**config.mk**
```make
export PLATFORM = sky130hd
export DESIGN_NAME = http_header_body_locator
export DESIGN_NICKNAME = d
export VERILOG_FILES = /design/src/hhbl_pkg.sv /design/src/http_header_body_locator.sv /design/src/hhbl_in_stage.sv /design/src/hhbl_scanner.sv /design/src/hhbl_out_stage.sv
export SDC_FILE = /design/constraint.sdc
export NUM_CORES = 1
export LEC_CHECK = 0
export ABC_AREA = 1
export BUFFER_PORTS_ARGS = -buffer_cell sky130_fd_sc_hd__buf_2
export CAP_MARGIN = 20
export CORE_AREA = 2 2 138 140
export DETAILED_ROUTE_END_ITERATION = 10
export DIE_AREA = 0 0 140 142
export PLACE_DENSITY = 0.77
export SLEW_MARGIN = 20
export SYNTH_ARGS = -nofsm -noshare
export SYNTH_HDL_FRONTEND = slang
export SYNTH_SLANG_ARGS = --single-unit
```
**constraint.sdc**
```tcl
create_clock -name clk -period 2.9 [get_ports clk]
set_input_delay 0.435 -clock clk [delete_from_list [all_inputs] [get_ports clk]]
set_output_delay 0.435 -clock clk [all_outputs]
set_load 0.01 [all_outputs]
```
**src/hhbl_pkg.sv**
```systemverilog
package hhbl_pkg;

  // message and field sizes
  localparam int MAX_MESSAGE_BYTES = 524288;
  localparam int POS_W             = 20;
  localparam int LEN_W             = 31;
  localparam int KEY_LEN           = 16;
  localparam int KEY_W             = $clog2(KEY_LEN);
  localparam int IN_DATA_W         = 8;
  localparam int RESULT_W          = POS_W + 1 + LEN_W + 1 + 1;
  localparam int OUT_DATA_W        = ((RESULT_W + 7) / 8) * 8;

  // position stops advancing at the smaller of the message limit and the counter cap
  localparam int POS_CAP_I   = (1 << POS_W) - 1;
  localparam int POS_LIMIT_I = (MAX_MESSAGE_BYTES < POS_CAP_I) ? MAX_MESSAGE_BYTES : POS_CAP_I;
  localparam logic [POS_W-1:0] POS_LIMIT = POS_W'(POS_LIMIT_I);
  localparam logic [LEN_W-1:0] LEN_MAX   = '1;

  // characters of interest
  localparam logic [7:0] CHAR_CR   = 8'h0D;
  localparam logic [7:0] CHAR_LF   = 8'h0A;
  localparam logic [7:0] CHAR_KEY0 = 8'h43;
  localparam logic [7:0] CHAR_ZERO = 8'h30;
  localparam logic [7:0] CHAR_NINE = 8'h39;

  // length field phase
  typedef enum logic [2:0] {
    PHASE_SEARCH = 3'b001,
    PHASE_DIGITS = 3'b010,
    PHASE_DONE   = 3'b100
  } phase_t;

  // one registered input beat
  typedef struct packed {
    logic                 valid;
    logic                 last;
    logic [IN_DATA_W-1:0] data;
  } beat_t;

  // one result, body_start in the lowest bits
  typedef struct packed {
    logic             length_overflow;
    logic             length_found;
    logic [LEN_W-1:0] content_length;
    logic             header_end_found;
    logic [POS_W-1:0] body_start;
  } result_t;

  // characters of the key text "Content-Length: "
  function automatic logic [7:0] key_char(input logic [KEY_W-1:0] idx);
    logic [7:0] c;
    case (idx)
      4'd0:    c = 8'h43;
      4'd1:    c = 8'h6F;
      4'd2:    c = 8'h6E;
      4'd3:    c = 8'h74;
      4'd4:    c = 8'h65;
      4'd5:    c = 8'h6E;
      4'd6:    c = 8'h74;
      4'd7:    c = 8'h2D;
      4'd8:    c = 8'h4C;
      4'd9:    c = 8'h65;
      4'd10:   c = 8'h6E;
      4'd11:   c = 8'h67;
      4'd12:   c = 8'h74;
      4'd13:   c = 8'h68;
      4'd14:   c = 8'h3A;
      4'd15:   c = 8'h20;
      default: c = 8'h00;
    endcase
    return c;
  endfunction

endpackage

```
**src/http_header_body_locator.sv**
```systemverilog
// path: a last beat moves from the input register into the result register
// throughput: one byte beat per cycle; the input register stalls only when a last
//   beat meets a full result register that is not being drained
// reset: synchronous active-low rst_n clears both stage valids and all matcher state;
//   after each last beat the matchers return to the reset state by themselves
module http_header_body_locator (
  input  logic                            clk,
  input  logic                            rst_n,
  input  logic                            in_tvalid,
  output logic                            in_tready,
  input  logic [hhbl_pkg::IN_DATA_W-1:0]  in_tdata,   // [7:0] data_byte
  input  logic                            in_tlast,   // last_byte
  output logic                            out_tvalid,
  input  logic                            out_tready,
  // [19:0] body_start, [20] header_end_found, [51:21] content_length,
  // [52] length_found, [53] length_overflow, [55:54] zero
  output logic [hhbl_pkg::OUT_DATA_W-1:0] out_tdata
);

  hhbl_pkg::beat_t   beat;
  hhbl_pkg::result_t result;
  logic              consume;
  logic              result_load;
  logic              out_free;

  // input register
  hhbl_in_stage u_in (
    .clk       (clk),
    .rst_n     (rst_n),
    .in_tvalid (in_tvalid),
    .in_tready (in_tready),
    .in_tdata  (in_tdata),
    .in_tlast  (in_tlast),
    .consume   (consume),
    .beat      (beat)
  );

  // terminator and length matchers
  hhbl_scanner u_scan (
    .clk         (clk),
    .rst_n       (rst_n),
    .beat        (beat),
    .out_free    (out_free),
    .consume     (consume),
    .result_load (result_load),
    .result      (result)
  );

  // result register
  hhbl_out_stage u_out (
    .clk         (clk),
    .rst_n       (rst_n),
    .result_load (result_load),
    .result      (result),
    .out_free    (out_free),
    .out_tvalid  (out_tvalid),
    .out_tready  (out_tready),
    .out_tdata   (out_tdata)
  );

endmodule

```
**src/hhbl_in_stage.sv**
```systemverilog
module hhbl_in_stage (
  input  logic                          clk,
  input  logic                          rst_n,
  input  logic                          in_tvalid,
  output logic                          in_tready,
  input  logic [hhbl_pkg::IN_DATA_W-1:0] in_tdata,  // [7:0] data_byte
  input  logic                          in_tlast,
  input  logic                          consume,
  output hhbl_pkg::beat_t               beat
);

  hhbl_pkg::beat_t beat_r;
  hhbl_pkg::beat_t beat_nxt;

  // stage is free when empty or when its beat moves on this cycle
  assign in_tready = !beat_r.valid || consume;

  // capture next beat
  always_comb begin
    beat_nxt = beat_r;
    if (in_tready) begin
      beat_nxt.valid = in_tvalid;
      beat_nxt.last  = in_tlast;
      beat_nxt.data  = in_tdata;
    end
  end

  always_ff @(posedge clk) begin
    if (!rst_n) begin
      beat_r.valid <= 1'b0;
    end else begin
      beat_r.valid <= beat_nxt.valid;
    end
    beat_r.last <= beat_nxt.last;
    beat_r.data <= beat_nxt.data;
  end

  assign beat = beat_r;

endmodule

```
**src/hhbl_scanner.sv**
```systemverilog
module hhbl_scanner (
  input  logic              clk,
  input  logic              rst_n,
  input  hhbl_pkg::beat_t   beat,
  input  logic              out_free,
  output logic              consume,
  output logic              result_load,
  output hhbl_pkg::result_t result
);

  logic [hhbl_pkg::POS_W-1:0] pos_r, pos_nxt;
  logic [1:0]                 term_r, term_nxt;
  logic [hhbl_pkg::POS_W-1:0] held_r, held_nxt;
  logic                       seen_r, seen_nxt;
  logic [hhbl_pkg::KEY_W-1:0] key_r, key_nxt;
  hhbl_pkg::phase_t           phase_r, phase_nxt;
  logic [hhbl_pkg::LEN_W-1:0] len_r, len_nxt;
  logic                       ovf_r, ovf_nxt;

  logic [7:0]                 b;
  logic [hhbl_pkg::LEN_W+3:0] acc;
  logic [3:0]                 digit;

  assign b = beat.data;

  // a beat without a result never waits; a last beat waits for the result register
  assign consume     = beat.valid && (!beat.last || out_free);
  assign result_load = consume && beat.last;

  // decimal accumulate: value * 10 + digit
  assign digit = 4'(b - hhbl_pkg::CHAR_ZERO);
  assign acc   = {1'b0, len_r, 3'b000} + {3'b000, len_r, 1'b0} + {31'd0, digit};

  // matcher next state
  always_comb begin
    pos_nxt   = pos_r;
    term_nxt  = term_r;
    held_nxt  = held_r;
    seen_nxt  = seen_r;
    key_nxt   = key_r;
    phase_nxt = phase_r;
    len_nxt   = len_r;
    ovf_nxt   = ovf_r;
    result    = '0;

    if (consume && (pos_r < hhbl_pkg::POS_LIMIT)) begin
      // blank line terminator
      if (b == (term_r[0] ? hhbl_pkg::CHAR_LF : hhbl_pkg::CHAR_CR)) begin
        if (term_r == 2'd3) begin
          seen_nxt = 1'b1;
          held_nxt = pos_r + 1'b1;
          term_nxt = 2'd2;
        end else begin
          term_nxt = term_r + 2'd1;
        end
      end else begin
        term_nxt = (b == hhbl_pkg::CHAR_CR) ? 2'd1 : 2'd0;
      end

      // length key and digits
      case (phase_r)
        hhbl_pkg::PHASE_SEARCH: begin
          if (b == hhbl_pkg::key_char(key_r)) begin
            if (key_r == hhbl_pkg::KEY_W'(hhbl_pkg::KEY_LEN - 1)) begin
              phase_nxt = hhbl_pkg::PHASE_DIGITS;
              len_nxt   = '0;
              key_nxt   = '0;
            end else begin
              key_nxt = key_r + 1'b1;
            end
          end else begin
            key_nxt = (b == hhbl_pkg::CHAR_KEY0) ? hhbl_pkg::KEY_W'(1) : '0;
          end
        end
        hhbl_pkg::PHASE_DIGITS: begin
          if (b inside {[hhbl_pkg::CHAR_ZERO:hhbl_pkg::CHAR_NINE]}) begin
            if (acc > {4'd0, hhbl_pkg::LEN_MAX}) begin
              len_nxt = hhbl_pkg::LEN_MAX;
              ovf_nxt = 1'b1;
            end else begin
              len_nxt = acc[hhbl_pkg::LEN_W-1:0];
            end
          end else begin
            phase_nxt = hhbl_pkg::PHASE_DONE;
          end
        end
        default: begin
          phase_nxt = phase_r;
        end
      endcase

      pos_nxt = pos_r + 1'b1;
    end

    // last beat: report and start over
    if (result_load) begin
      result.body_start       = held_nxt;
      result.header_end_found = seen_nxt;
      result.content_length   = len_nxt;
      result.length_found     = (phase_nxt != hhbl_pkg::PHASE_SEARCH);
      result.length_overflow  = ovf_nxt;
      pos_nxt   = '0;
      term_nxt  = '0;
      held_nxt  = '0;
      seen_nxt  = 1'b0;
      key_nxt   = '0;
      phase_nxt = hhbl_pkg::PHASE_SEARCH;
      len_nxt   = '0;
      ovf_nxt   = 1'b0;
    end
  end

  always_ff @(posedge clk) begin
    if (!rst_n) begin
      pos_r   <= '0;
      term_r  <= '0;
      held_r  <= '0;
      seen_r  <= 1'b0;
      key_r   <= '0;
      phase_r <= hhbl_pkg::PHASE_SEARCH;
      len_r   <= '0;
      ovf_r   <= 1'b0;
    end else begin
      pos_r   <= pos_nxt;
      term_r  <= term_nxt;
      held_r  <= held_nxt;
      seen_r  <= seen_nxt;
      key_r   <= key_nxt;
      phase_r <= phase_nxt;
      len_r   <= len_nxt;
      ovf_r   <= ovf_nxt;
    end
  end

endmodule

```
**src/hhbl_out_stage.sv**
```systemverilog
module hhbl_out_stage (
  input  logic                            clk,
  input  logic                            rst_n,
  input  logic                            result_load,
  input  hhbl_pkg::result_t               result,
  output logic                            out_free,
  output logic                            out_tvalid,
  input  logic                            out_tready,
  output logic [hhbl_pkg::OUT_DATA_W-1:0] out_tdata
);

  logic              valid_r, valid_nxt;
  hhbl_pkg::result_t result_r, result_nxt;

  // register is free when empty or being drained
  assign out_free = !valid_r || out_tready;

  always_comb begin
    valid_nxt  = valid_r;
    result_nxt = result_r;
    if (result_load) begin
      valid_nxt  = 1'b1;
      result_nxt = result;
    end else if (out_tready) begin
      valid_nxt = 1'b0;
    end
  end

  always_ff @(posedge clk) begin
    if (!rst_n) begin
      valid_r <= 1'b0;
    end else begin
      valid_r <= valid_nxt;
    end
    result_r <= result_nxt;
  end

  assign out_tvalid = valid_r;
  assign out_tdata  = {(hhbl_pkg::OUT_DATA_W - hhbl_pkg::RESULT_W)'(0), result_r};

endmodule

```
* Word-level counts from Yosys, hierarchy flattened *
Memory sizes are Yosys's and may differ from the RTL's. A register that Yosys moved wholly into a read port is not among the register bits.
Cells that the tools add are included.

operators by class
  add/subtract/negate cells = 6
  order comparisons = 4
  equality and inequality tests = 9
  multiplexer cells = 34
  bitwise gates (word level) = 1
  reductions and logical operators = 13

operator list
  cell                     count
  $mux W31                 5
  $pmux W31 S2             1
  $mux W20                 3
  $add A34 B32 Y35         1
  $add A35 B4 Y35          1
  $gt A35 B31 Y1 const B   1
  $add A20 B1 Y20 const B  1
  $lt A20 B20 Y1 const B   1
  $mux W4                  4
  $mux W8                  2
  $mux W3                  5
  $mux W1                  11
  $eq A8 B4 Y1             1
  $eq A8 B4 Y1 const B     1
  $eq A8 B7 Y1 const B     1
  $eq A8 B8 Y1             1
  $ge A8 B6 Y1 const B     1
  $le A8 B6 Y1 const B     1
  $pmux W3 S2              1
  $add A4 B1 Y4 const B    1
  $eq A4 B4 Y1 const B     1
  $logic_and A1 B1 Y1      4
  $mux W2                  2
  $sub A4 B1 Y4 const B    1
  11 further kinds         15

word-level totals
  register bits after elaboration = 147
  ROM bits = 112
  input bits = 13
  output and inout port bits = 58
  logic and storage cells = 85
  memories = 1

memory list
  name              words  width  read ports  clocked after Yosys merged registers in  wr ports  line            source
  (name not given)  16     7      1           1                                        0         hhbl_pkg.sv:52  case (idx)

* Logic depth before layout (Yosys ltp) *
Gate-level depths: netlist of run 1.

  depth in word-level cells = 11
  gate-level depth with buffers = 21
  mapped depth without buffers = 20

* Cells and area by module *
Synthesis of run 1 repeated with hierarchy kept, for this count alone.

second synthesis, totals
  cells, all modules = 1448
  area total of the unflattened synthesis = 10535.1 µm²

modules (own cells, without submodules)
  module          times used  cells each  area each (µm²)  sequential area each (µm²)
  hhbl_scanner    1           1370        8531.9           1781.7
  hhbl_out_stage  1           63          1686.6           1641.6
  hhbl_in_stage   1           15          316.6            290.3

* Worst setup path after synthesis of run 1 *
Ideal clock, no wire load.

  path type = register -> register
  from = register u_in.beat_r, in the netlist u_in.beat[3]
  to = register u_out.result_r, in the netlist u_out.out_tdata[23], data pin
  library setup time = 0.255 ns
  arrival time = 2.646 ns
  slack = -0.001 ns
  cell stages (with the launch flop) = 22
  buffers on the path = 1
  cells stage by stage = edfxtp_1 inv_1 fa_1 inv_1 ha_1 nand2_1 nand2_1 nand3_1 nand2_1 nand2_1 nand2_2 nand2_2 nand2_1 nand2_1 nand2_2 nor2_4 buf_6 nand3_2 nand2_1 nand2_1 nand2_1 nand2_1

RTL lines
  item                  line                  source
  start, declared       hhbl_in_stage.sv:12   hhbl_pkg::beat_t beat_r;
  end signal, assigned  hhbl_out_stage.sv:35  result_r <= result_nxt;
  end, declared         hhbl_out_stage.sv:13  hhbl_pkg::result_t result_r, result_nxt;

==> results of run 1 <==
==> cell type report <==
class / count / area share, %
Clock inverter: 13 / 1.210
Clock buffer: 19 / 3.405
Inverter: 214 / 6.318
Multi-Input combinational cell: 1021 / 47.35
Tap cell: 234 / 2.303
Timing Repair Buffer: 164 / 9.969
Sequential cell: 154 / 29.44
==> metal layers <==
metal,GRT usage (%),vias up,share of wire (%)
li1,-,4799,-
met1,35.63,4494,44
met2,45.14,337,47
met3,4.610,66,5.7
met4,10.95,0,3.0
met5,0,-,0
==> what timing repair did <==
| item | 4_1_cts | 5_1_grt |
|---|---|---|
| resized for setup | 38 | 129 |
| pin swaps | 46 | 64 |
| buffers inserted | 15 | 8 |
| gates cloned | 4 | 1 |
| setup endpoints to repair | 63 | 64 |
==> per-stage QoR <==
stage          worst slack [ns]  hold WS [ns]  util, %
3_3_place_gp            -0.1387        0.4431    60.87
6_report                -0.1413        0.1772    68.89
2_1_floorplan           0.02227        0.4359        -
4_1_cts                 -0.1283        0.1626    65.86
3_5_place_dp            -0.1944        0.4560    60.87
5_1_grt                 -0.2710        0.1631    68.89
==> registers in the layout (all words and copies together), names as in the netlist, 2 cells and up, named ones only <==
| name | cells |
|---|---|
| u_out.out_tdata | 54 |
| u_in.beat | 10 |
| u_scan.key_r | 4 |
| u_scan.pos_r | 20 |
| u_scan.term_r | 2 |
| u_scan.held_r | 20 |
| u_scan.len_r | 31 |
| u_scan.phase_r | 3 |
==> how the worst max path moves through the flow <==
stage / startpoint / endpoint
6_report: u_scan.len_r[3] / u_out.out_tdata[37]
3_3_place_gp: u_in.beat[3] / u_out.out_tdata[38]
2_1_floorplan: u_in.beat[3] / u_out.out_tdata[23]
4_1_cts: u_scan.len_r[2] / u_out.out_tdata[43]
3_5_place_dp: u_in.beat[3] / u_out.out_tdata[38]
5_1_grt: u_scan.len_r[3] / u_out.out_tdata[37]
==> cells by family after synthesis <==
family	synth area share (%)
AO/OA/AOI/OAI	9.637
XOR/XNOR	2.918
adder cells (fa/ha/maj)	8.730
buffers and inverters	10.18
flip-flops	36.39
other	0.03675
AND/OR/NAND/NOR	32.11
==> worst max-delay path: stages, from the launching register on <==
cell	delay, ns
dfxtp_2	0.35
ha_1	0.30
ha_1	0.36
nand2_1	0.17
inv_1	0.10
nand2_1	0.13
nand3_2	0.11
nand2_2	0.10
nand2_4	0.07
nand2_4	0.08
nand2_1	0.05
nand2_1	0.08
nand2_2	0.07
nor2_4	0.15
buf_6	0.14
clkbuf_16	0.16
nand3_2	0.07
nand2_1	0.07
nand2_1	0.07
nand2_2	0.08
nand2_1	0.07
==> cell usage after synthesis (all sizes together) <==
master | number | share of area [%]
a31o | 2 | 0.17
o21a | 1 | 0.074
and3 | 1 | 0.061
xor2 | 34 | 2.9
a211oi | 17 | 1.3
edfxtp | 63 | 19
a21boi | 1 | 0.074
o211a | 1 | 0.098
a21oi | 105 | 5.7
a21o | 2 | 0.15
inv | 214 | 7.9
nor2 | 166 | 6.5
nor3 | 12 | 0.74
nand3 | 68 | 4.9
or2 | 22 | 1.3
nand4 | 10 | 0.61
ha | 68 | 8.3
fa | 2 | 0.39
o21ai | 30 | 1.5
o21bai | 2 | 0.18
clkbuf | 26 | 0.96
nand2 | 461 | 17
and2 | 5 | 0.31
buf | 18 | 1.3
a31oi | 1 | 0.061
o211ai | 6 | 0.44
nor4 | 2 | 0.18
dfxtp | 91 | 18
conb | 1 | 0.037
==> power by group <==
part | total, mW | switching (mW) | internal [mW]
logic | 0.242 | 0.166 | 0.0759
clock network | 2.24 | 1.01 | 1.23
registers | 2.32 | 0.0308 | 2.29
total | 4.80 | 1.21 | 3.59
==> impl_metrics.csv, run 1 <==
group,metric,value,unit
routing,routedWlPerCell,15.32,um
synthesis,syn_area_per_cell,7.126,um2
hold_path,worstHoldStart,"in_tdata[7]",
layout,ff_latch_area,3744,um2
placement,dpl-instance-area,11230,um2
routing,vias,9696,
clocking,cts_root_buffer,"clkbuf_16",
die,dieWidth,140,um
timing,tightest_slew,0.7089,ns
layout,multi_input_area,6021,um2
clocking,clock_latency,0.44,ns
die,num_rows,50,
placement,place_hpwl,18440,um
power_and_ir_drop,finalPower,4.796,mW
clocking,clkSinkCount,154,
setup_path,arrival,3.23,ns
routing,drtIter0Drc,865,
hold_path,worstHoldPathCells,1,
die,coreArea,18460,um2
power_and_ir_drop,power.leakage,6.517,nW
clocking,cts_tree,"built",
synthesis,postSynthCellCount,1432,
placement,place_congestion,0.9821,
setup_path,r2r_start,"u_scan.len_r[3]",
setup_path,required,3.09,ns
synthesis,synth-seq-cells,154,
hold_path,min_to,"u_in.beat[7]",
die,dieArea,19880,um2
die,ios,71,
timing,fin_crit,3.041,ns
die,chipHeight,142,um
global_routing,grt_start_max_net_pins,56,
timing,setup_ws,-0.1413,ns
timing,period_share,104.9,%
routing,wl,27860,um
clocking,cts_buffer_depth,2,
timing,hold_violations,0,
layout,fillers,1447,
run_status,outcome,"complete, but fails checks",
timing,setup_viol_count_final,35,
synthesis,synthesis.area,10200,um2
global_routing,grt_overflow_total,0,
setup_path,r2r_setup_slack,-0.14,ns
global_routing,grt_usage,27.20,%
run_status,violations,"design-rule violations, negative setup slack",
routing,antenna_left,0,
layout,final_cell_area,12710,um2
layout,drive_above_1_share,27.70,%
setup_path,worstSetupPathType,"reg -> reg",
timing,fmax,0.3288,GHz
routing,drcViolationCount,2,
clocking,cts_hold_buf,0,
layout,final_common_cell,"nand2_1",
timing,drv_slew,0,
hold_path,hp-class,"in -> reg",
layout,final_cells,1819,
layout,diodes,0,
power_and_ir_drop,vdd_ir_drop_max,413.1,uV
timing,finClkSkew,0.006667,ns
clocking,numCtsBuffers,17,
synthesis,ys_types,43,
clocking,clk_pin_slew_worst_paths,0.06,ns
setup_path,end_kind,"register",
placement,portBuffers,68,
global_routing,grt_antenna_before_repair,0,
job,cap_violations,0,
timing,max_slew_margin,52.74,%
routing,vias_per_cell,5.330,
power_and_ir_drop,powerDensity,377.2,nW/um2
placement,dp.cells,1763,
layout,layout_common_cells,"395 x nand2_1, 200 x inv_1, 148 x nor2_1",
layout,nets,1655,
setup_path,rr_worst_depth,20,
timing,final.setup.tns,-2.373,ns
synthesis,synth_warnings,0,
setup_path,worstReg2RegEnd,"u_out.out_tdata[37]",
setup_path,startpoint_type,"register",
clocking,htreeDepth,4,
global_routing,grt_pass1_vias,9213,
global_routing,grt_first_pass_wirelength,43500,um
timing,rsz0062_at_grt,"yes",
die,start_util,55.29,%
layout,syn2layout_area_growth,24.60,%
setup_path,path_max_fanout,6,
synthesis,ys_seq_area_share,36.39,%
routing,firstDrtPassIters,9,
Note: power is estimated with default switching activity, not from simulation.
==> run 2, diff against run 1 <==
--- a/config.mk
+++ b/config.mk
@@ -8,10 +8,11 @@
 export ABC_AREA = 1
 export BUFFER_PORTS_ARGS = -buffer_cell sky130_fd_sc_hd__buf_2
 export CAP_MARGIN = 20
-export CORE_AREA = 2 2 138 140
+export CORE_AREA = 2 2 128 130
 export DETAILED_ROUTE_END_ITERATION = 10
-export DIE_AREA = 0 0 140 142
-export PLACE_DENSITY = 0.77
+export DIE_AREA = 0 0 130 132
+export HOLD_SLACK_MARGIN = 0.02
+export PLACE_DENSITY = 0.85
 export SLEW_MARGIN = 20
 export SYNTH_ARGS = -nofsm -noshare
 export SYNTH_HDL_FRONTEND = slang
==> constraint.sdc (replaced) <==
create_clock -name clk -period 3.78 [get_ports clk]
set_input_delay 0.567 -clock clk [delete_from_list [all_inputs] [get_ports clk]]
set_output_delay 0.567 -clock clk [all_outputs]
set_load 0.01 [all_outputs]
==> run 2 against run 1 <==
Compared with the run above: the flow now finishes without violations; flip-flop and latch count unchanged; die area decreased by 14%; non-clock buffer count decreased by 81; largest cell class unchanged; final cell count decreased by 5.4%; highest routed layer unchanged; largest power group unchanged; total power decreased by 24%; setup slack improved by 0.60 ns.
==> impl_metrics.csv, run 2 (synthesized netlist as in run 1, its figures left out) <==
group,metric,value,unit
routing,vias_per_cell,5.416,
timing,rsz0062_at_grt,"no",
layout,fillers,1248,
setup_path,path_max_fanout,18,
clocking,cts_hold_buf,0,
timing,drv_slew,0,
routing,firstDrtPassIters,7,
run_status,outcome,"complete, no violations",
hold_path,min_to,"u_in.beat[2]",
power_and_ir_drop,netSwitchingFraction,26.25,%
die,dieWidth,130,um
setup_path,crit_path_top_delay_cell,"fa_1",
layout,syn2layout_area_growth,10.73,%
setup_path,required,3.97,ns
clocking,clock_latency,0.44,ns
clocking,cts_root_buffer,"clkbuf_16",
global_routing,grt_usage,30.28,%
clocking,htreeDepth,4,
routing,routedWlPerCell,14.71,um
power_and_ir_drop,vdd_ir_drop_max,316.6,uV
setup_path,crit_chain,"inv_1 > fa_1 > inv_1 > ha_1 > nand2_1 > nand2_1 > nand3_1 > nand2_1 > nand2_1 > nand2_2 > nand2_2 > nand2_1 > nand2_1 > nand2_2 > nor2_4 > buf_4 > nand3_2 > nand2_1 > nand2_1 > nand2_1 > nand2_1",
setup_path,cpMostUsedCell,"nand2_1",
placement,dpl-instance-area,10720,um2
power_and_ir_drop,p_clk_share,46.3,%
routing,drcViolationCount,0,
die,coreArea,15710,um2
die,ios,71,
placement,place_congestion,0.9893,
setup_path,end_kind,"register",
global_routing,grt_overflow_total,0,
timing,period_share,87.92,%
die,chipHeight,132,um
setup_path,r2r_setup_slack,0.46,ns
setup_path,rr_worst_depth,21,
setup_path,cpPeakStageDelay,0.60,ns
layout,drive_above_1_share,15.49,%
routing,antenna_left,0,
layout,final_common_cell,"nand2_1",
clocking,cts_buffer_depth,2,
global_routing,grt_pass1_vias,8840,
hold_path,hp-class,"in -> reg",
timing,setup_ws,0.4568,ns
layout,nets,1574,
setup_path,worstSetupPathType,"reg -> reg",
timing,tightest_slew,1.086,ns
clocking,clk_pin_slew_worst_paths,0.07,ns
die,dieArea,17160,um2
global_routing,grt_start_max_net_pins,66,
power_and_ir_drop,finalPower,3.638,mW
power_and_ir_drop,power.leakage,5.928,nW
routing,vias,9316,
die,start_util,64.95,%
power_and_ir_drop,internal_power,2.683,mW
clocking,cts_tree,"built",
timing,hold_violations,0,
layout,diodes,0,
layout,final_cell_area,11300,um2
power_and_ir_drop,power_frac_comb,4.7,%
hold_path,worstHoldPathCells,1,
layout,final_util,71.91,%
global_routing,grt_antenna_before_repair,0,
placement,portBuffers,68,
die,num_rows,46,
job,cap_violations,0,
power_and_ir_drop,powerDensity,322.0,nW/um2
clocking,clkSinkCount,154,
placement,place_ws,0.4757,ns
setup_path,arrival,3.51,ns
timing,fmax,0.3009,GHz
global_routing,grt_first_pass_wirelength,41710,um
setup_path,worstReg2RegEnd,"u_out.out_tdata[41]",
routing,drtIter0Drc,814,
clocking,numCtsBuffers,17,
power_and_ir_drop,power_frac_seq,48.9,%
timing,max_slew_margin,27.14,%
timing,finClkSkew,0.005377,ns
setup_path,r2r_start,"u_in.beat[3]",
timing,setup_viol_count_final,0,
timing,hold_slack,0.3029,ns
layout,layout_common_cells,"439 x nand2_1, 203 x inv_1, 154 x nor2_1",
timing,fin_crit,3.323,ns
layout,largest_reg_flops,54,
layout,final_cells,1720,
clocking,post-cts-setup-buffers,0,
routing,wl,25300,um
clocking,cts.repair.resized,0,
timing,final.setup.tns,0,ns
power_and_ir_drop,netSwitchingPower,0.9551,mW
setup_path,startpoint_type,"register",
hold_path,worstHoldStart,"in_tdata[2]",
placement,dp.cells,1688,
placement,place_hpwl,17830,um
## run 2: changes by cell type in the layout (fill, tap and decap cells not counted), sizes merged
cell      change
inv           -1
clkbuf        -3
buf          -80
clkinv        +2
clkinvlp      +2
bufinv        -1
## run 2: worst max-delay path, delay by kind of cell, from the launching register on
kind,cells,cell delay [ns]
and+or+nand+nor,16,1.30
DFF,1,0.44
buffers and inverters,3,0.47
adders and majority gates,2,0.88
## run 2: layer usage
layer  wire length, um  vias to the layer above  global-route usage (%)
met5                 0                        -                       0
met4               552                        0                   11.83
met3              1484                       46                   5.235
met2             12170                      334                   50.12
met1             11090                     4295                   39.27
li1                  -                     4641                       -
## run 2: cell type report
| cell class | count | area (um2) | area share [%] |
|---|---|---|---|
| inverter | 214 | 803.3 | 7.109 |
| clock inverter | 15 | 152.6 | 1.351 |
| timing repair buffer | 83 | 465.4 | 4.119 |
| sequential | 154 | 3714 | 32.86 |
| multi-input combinational | 1021 | 5469 | 48.40 |
| clock buffer | 17 | 425.4 | 3.765 |
| tap | 216 | 270.3 | 2.392 |
## run 2: worst max path at each step
stage                  from                  end  slack [ns]  cells after the start
5_1_grt        u_in.beat[3]     u_scan.len_r[18]        0.15                     19
6_report       u_in.beat[3]  u_out.out_tdata[41]        0.46                     21
3_3_place_gp   u_in.beat[3]  u_out.out_tdata[41]        0.57                     21
3_5_place_dp   u_in.beat[3]  u_out.out_tdata[49]        0.48                     21
2_1_floorplan  u_in.beat[3]  u_out.out_tdata[23]        0.88                     21
4_1_cts        u_in.beat[3]  u_out.out_tdata[49]        0.47                     21
## run 2: power groups by stage
stage / combinational, mW / clock (mW) / sequential [mW]
after global placement: 0.163 / 0 / 1.81
after detailed placement: 0.169 / 0 / 1.82
after global routing: 0.192 / 1.77 / 1.78
after floorplan: 0.115 / 0 / 1.82
after CTS: 0.171 / 1.69 / 1.78
final: 0.173 / 1.68 / 1.78
==> run 3, diff against run 2 <==
--- a/config.mk
+++ b/config.mk
@@ -8,9 +8,9 @@
 export ABC_AREA = 1
 export BUFFER_PORTS_ARGS = -buffer_cell sky130_fd_sc_hd__buf_2
 export CAP_MARGIN = 20
-export CORE_AREA = 2 2 128 130
+export CORE_AREA = 2 2 164 102
 export DETAILED_ROUTE_END_ITERATION = 10
-export DIE_AREA = 0 0 130 132
+export DIE_AREA = 0 0 166 104
 export HOLD_SLACK_MARGIN = 0.02
 export PLACE_DENSITY = 0.85
 export SLEW_MARGIN = 20
==> run 3 against run 2 <==
Compared with the run above: first-iteration DRC count up 23%; combinational power up 5%; sequential share of layout area is 0.13 points lower; register-to-register slack got worse by 0.16 ns; setup slack got worse by 0.16 ns.
==> impl_metrics.csv, run 3 (synthesized netlist as in run 1, its figures left out) <==
group,metric,value,unit
run_status,outcome,"complete, no violations",
clocking,clk_pin_slew_worst_paths,0.07,ns
timing,final.setup.tns,0,ns
hold_path,worstHoldStart,"in_tlast",
routing,vias_per_cell,5.520,
routing,drtIter0Drc,998,
global_routing,grt_pass1_vias,8696,
clocking,numCtsBuffers,17,
clocking,cts_buffer_depth,2,
global_routing,grt_first_pass_wirelength,43990,um
routing,routedWlPerCell,15.86,um
power_and_ir_drop,power.leakage,5.964,nW
setup_path,arrival,3.67,ns
setup_path,startpoint_type,"register",
clocking,cts_tree,"built",
die,num_rows,36,
timing,fin_crit,3.486,ns
die,dieWidth,166,um
layout,nets,1579,
setup_path,required,3.97,ns
die,chipHeight,104,um
layout,final_util,71.76,%
global_routing,grt_usage,31.45,%
routing,antenna_left,0,
routing,drcViolationCount,0,
clocking,clkSinkCount,154,
timing,finClkSkew,0.01345,ns
routing,wl,27250,um
placement,place_congestion,0.9297,
timing,setup_ws,0.2939,ns
routing,firstDrtPassIters,5,
setup_path,crit_chain,"inv_1 > fa_1 > inv_1 > ha_1 > nand2_1 > nand2_1 > nand3_1 > nand2_1 > nand2_1 > nand2_2 > nand2_2 > nand2_1 > nand2_1 > nand2_2 > nor2_4 > buf_12 > nand3_2 > nand2_1 > nand2_1 > nand2_1 > nand2_1",
layout,drive_above_1_share,15.77,%
timing,tightest_slew,1.120,ns
clocking,clock_latency,0.44,ns
setup_path,path_buf_inv,3,
setup_path,crit_path_top_delay_cell,"fa_1",
setup_path,path_max_fanout,26,
timing,period_share,92.22,%
layout,layout_common_cells,"439 x nand2_1, 204 x inv_1, 154 x nor2_1",
setup_path,r2r_start,"u_in.beat[3]",
power_and_ir_drop,powerDensity,323.6,nW/um2
timing,max_slew_margin,25.25,%
clocking,cts_root_buffer,"clkbuf_16",
die,ios,71,
setup_path,critPathTopFamily,"simple AND/OR/NAND/NOR gates",
setup_path,rr_worst_depth,21,
global_routing,grt_antenna_before_repair,0,
routing,vias,9484,
layout,largest_reg_flops,54,
setup_path,end_kind,"register",
global_routing,grt_start_max_net_pins,65,
die,coreArea,15810,um2
placement,portBuffers,68,
layout,final_common_cell,"nand2_1",
clocking,htreeDepth,4,
hold_path,min_to,"u_in.beat[8]",
layout,syn2layout_area_growth,11.17,%
hold_path,hp-class,"in -> reg",
die,start_util,64.55,%
job,cap_violations,0,
die,dieArea,17260,um2
setup_path,r2r_setup_slack,0.29,ns
timing,rsz0062_at_grt,"no",
timing,drv_slew,0,
global_routing,grt_overflow_total,0,
setup_path,worstReg2RegEnd,"u_out.out_tdata[22]",
setup_path,cpPeakStageDelay,0.60,ns
timing,setup_viol_count_final,0,
placement,place_ws,0.3080,ns
timing,hold_violations,0,
timing,fmax,0.2869,GHz
hold_path,worstHoldPathCells,1,
setup_path,worstSetupPathType,"reg -> reg",
setup_path,cpMostUsedCell,"nand2_1",
layout,diodes,0,
clocking,cts_hold_buf,0,
power_and_ir_drop,vdd_ir_drop_max,262.7,uV
placement,place_hpwl,19190,um
run 3: cell types whose count changed in the layout (fill, tap and decap cells not counted), moves of 2 or more:
cell      change
buf_4         +4
clkinv_8      -3
clkinv_4      +2
inv_6         -2
inv_8         +2
run 3: per-layer routing:
layer  up-vias  GRT usage [%]  part of all wire [%]
li1       4647              -                     -
met1      4296          47.47                    47
met2       491          46.47                    42
met3        50          4.566                   8.9
met4         0          9.876                   1.9
met5         -              0                     0
run 3: stage by stage:
step	cell area, um2	power, mW	hold WS [ns]	cells
2_1_floorplan	10210	1.930	0.4359	1433
3_3_place_gp	10730	1.981	0.4429	1683
3_5_place_dp	10730	1.990	0.4520	1683
4_1_cts	11310	3.661	0.3109	1715
5_1_grt	11340	3.748	0.3153	1718
6_report	11340	3.671	0.3070	1718
run 3: layout make-up:
class / count / area [um2]
multi-input cells: 1021 / 5469
fillers: 1202 / 4466
flip-flops and latches: 154 / 3714
inverters: 214 / 803.3
repair buffers: 88 / 515.5
clock buffers: 17 / 425.4
well taps: 209 / 261.5
clock inverters: 15 / 156.4
run 3: worst reg2reg max path: stages, from the launching register on:
cell and delay, ns:
edfxtp_1 0.41, inv_1 0.10, fa_1 0.60, inv_1 0.06, ha_1 0.30, nand2_1 0.10, nand2_1 0.07, nand3_1 0.07
nand2_1 0.12, nand2_1 0.10, nand2_2 0.10, nand2_2 0.10, nand2_1 0.05, nand2_1 0.07, nand2_2 0.06, nor2_4 0.26
buf_12 0.25, nand3_2 0.11, nand2_1 0.08, nand2_1 0.06, nand2_1 0.08, nand2_1 0.08
run 3: timing repair:
| action | in CTS | in global routing |
|---|---|---|
| setup endpoints to repair | 0 | 17 |
| resized for setup | 0 | 0 |
| hold endpoints to repair | 0 | 0 |
| setup buffers | 0 | 3 |
run 3: worst max path at each step:
stage,from,to,depth (start not counted)
global route,u_in.beat[3],u_out.out_tdata[35],21
floorplan,u_in.beat[3],u_out.out_tdata[23],21
finish,u_in.beat[3],u_out.out_tdata[22],21
detailed placement,u_in.beat[3],u_out.out_tdata[22],21
global placement,u_in.beat[3],u_out.out_tdata[43],21
CTS,u_in.beat[3],u_out.out_tdata[22],21
run 3: power breakdown:
| group | switching [mW] | leakage (nW) | internal [mW] |
|---|---|---|---|
| combinational | 0.129 | 4.29 | 0.0533 |
| clock | 0.774 | 0.283 | 0.934 |
| sequential | 0.0262 | 1.39 | 1.76 |
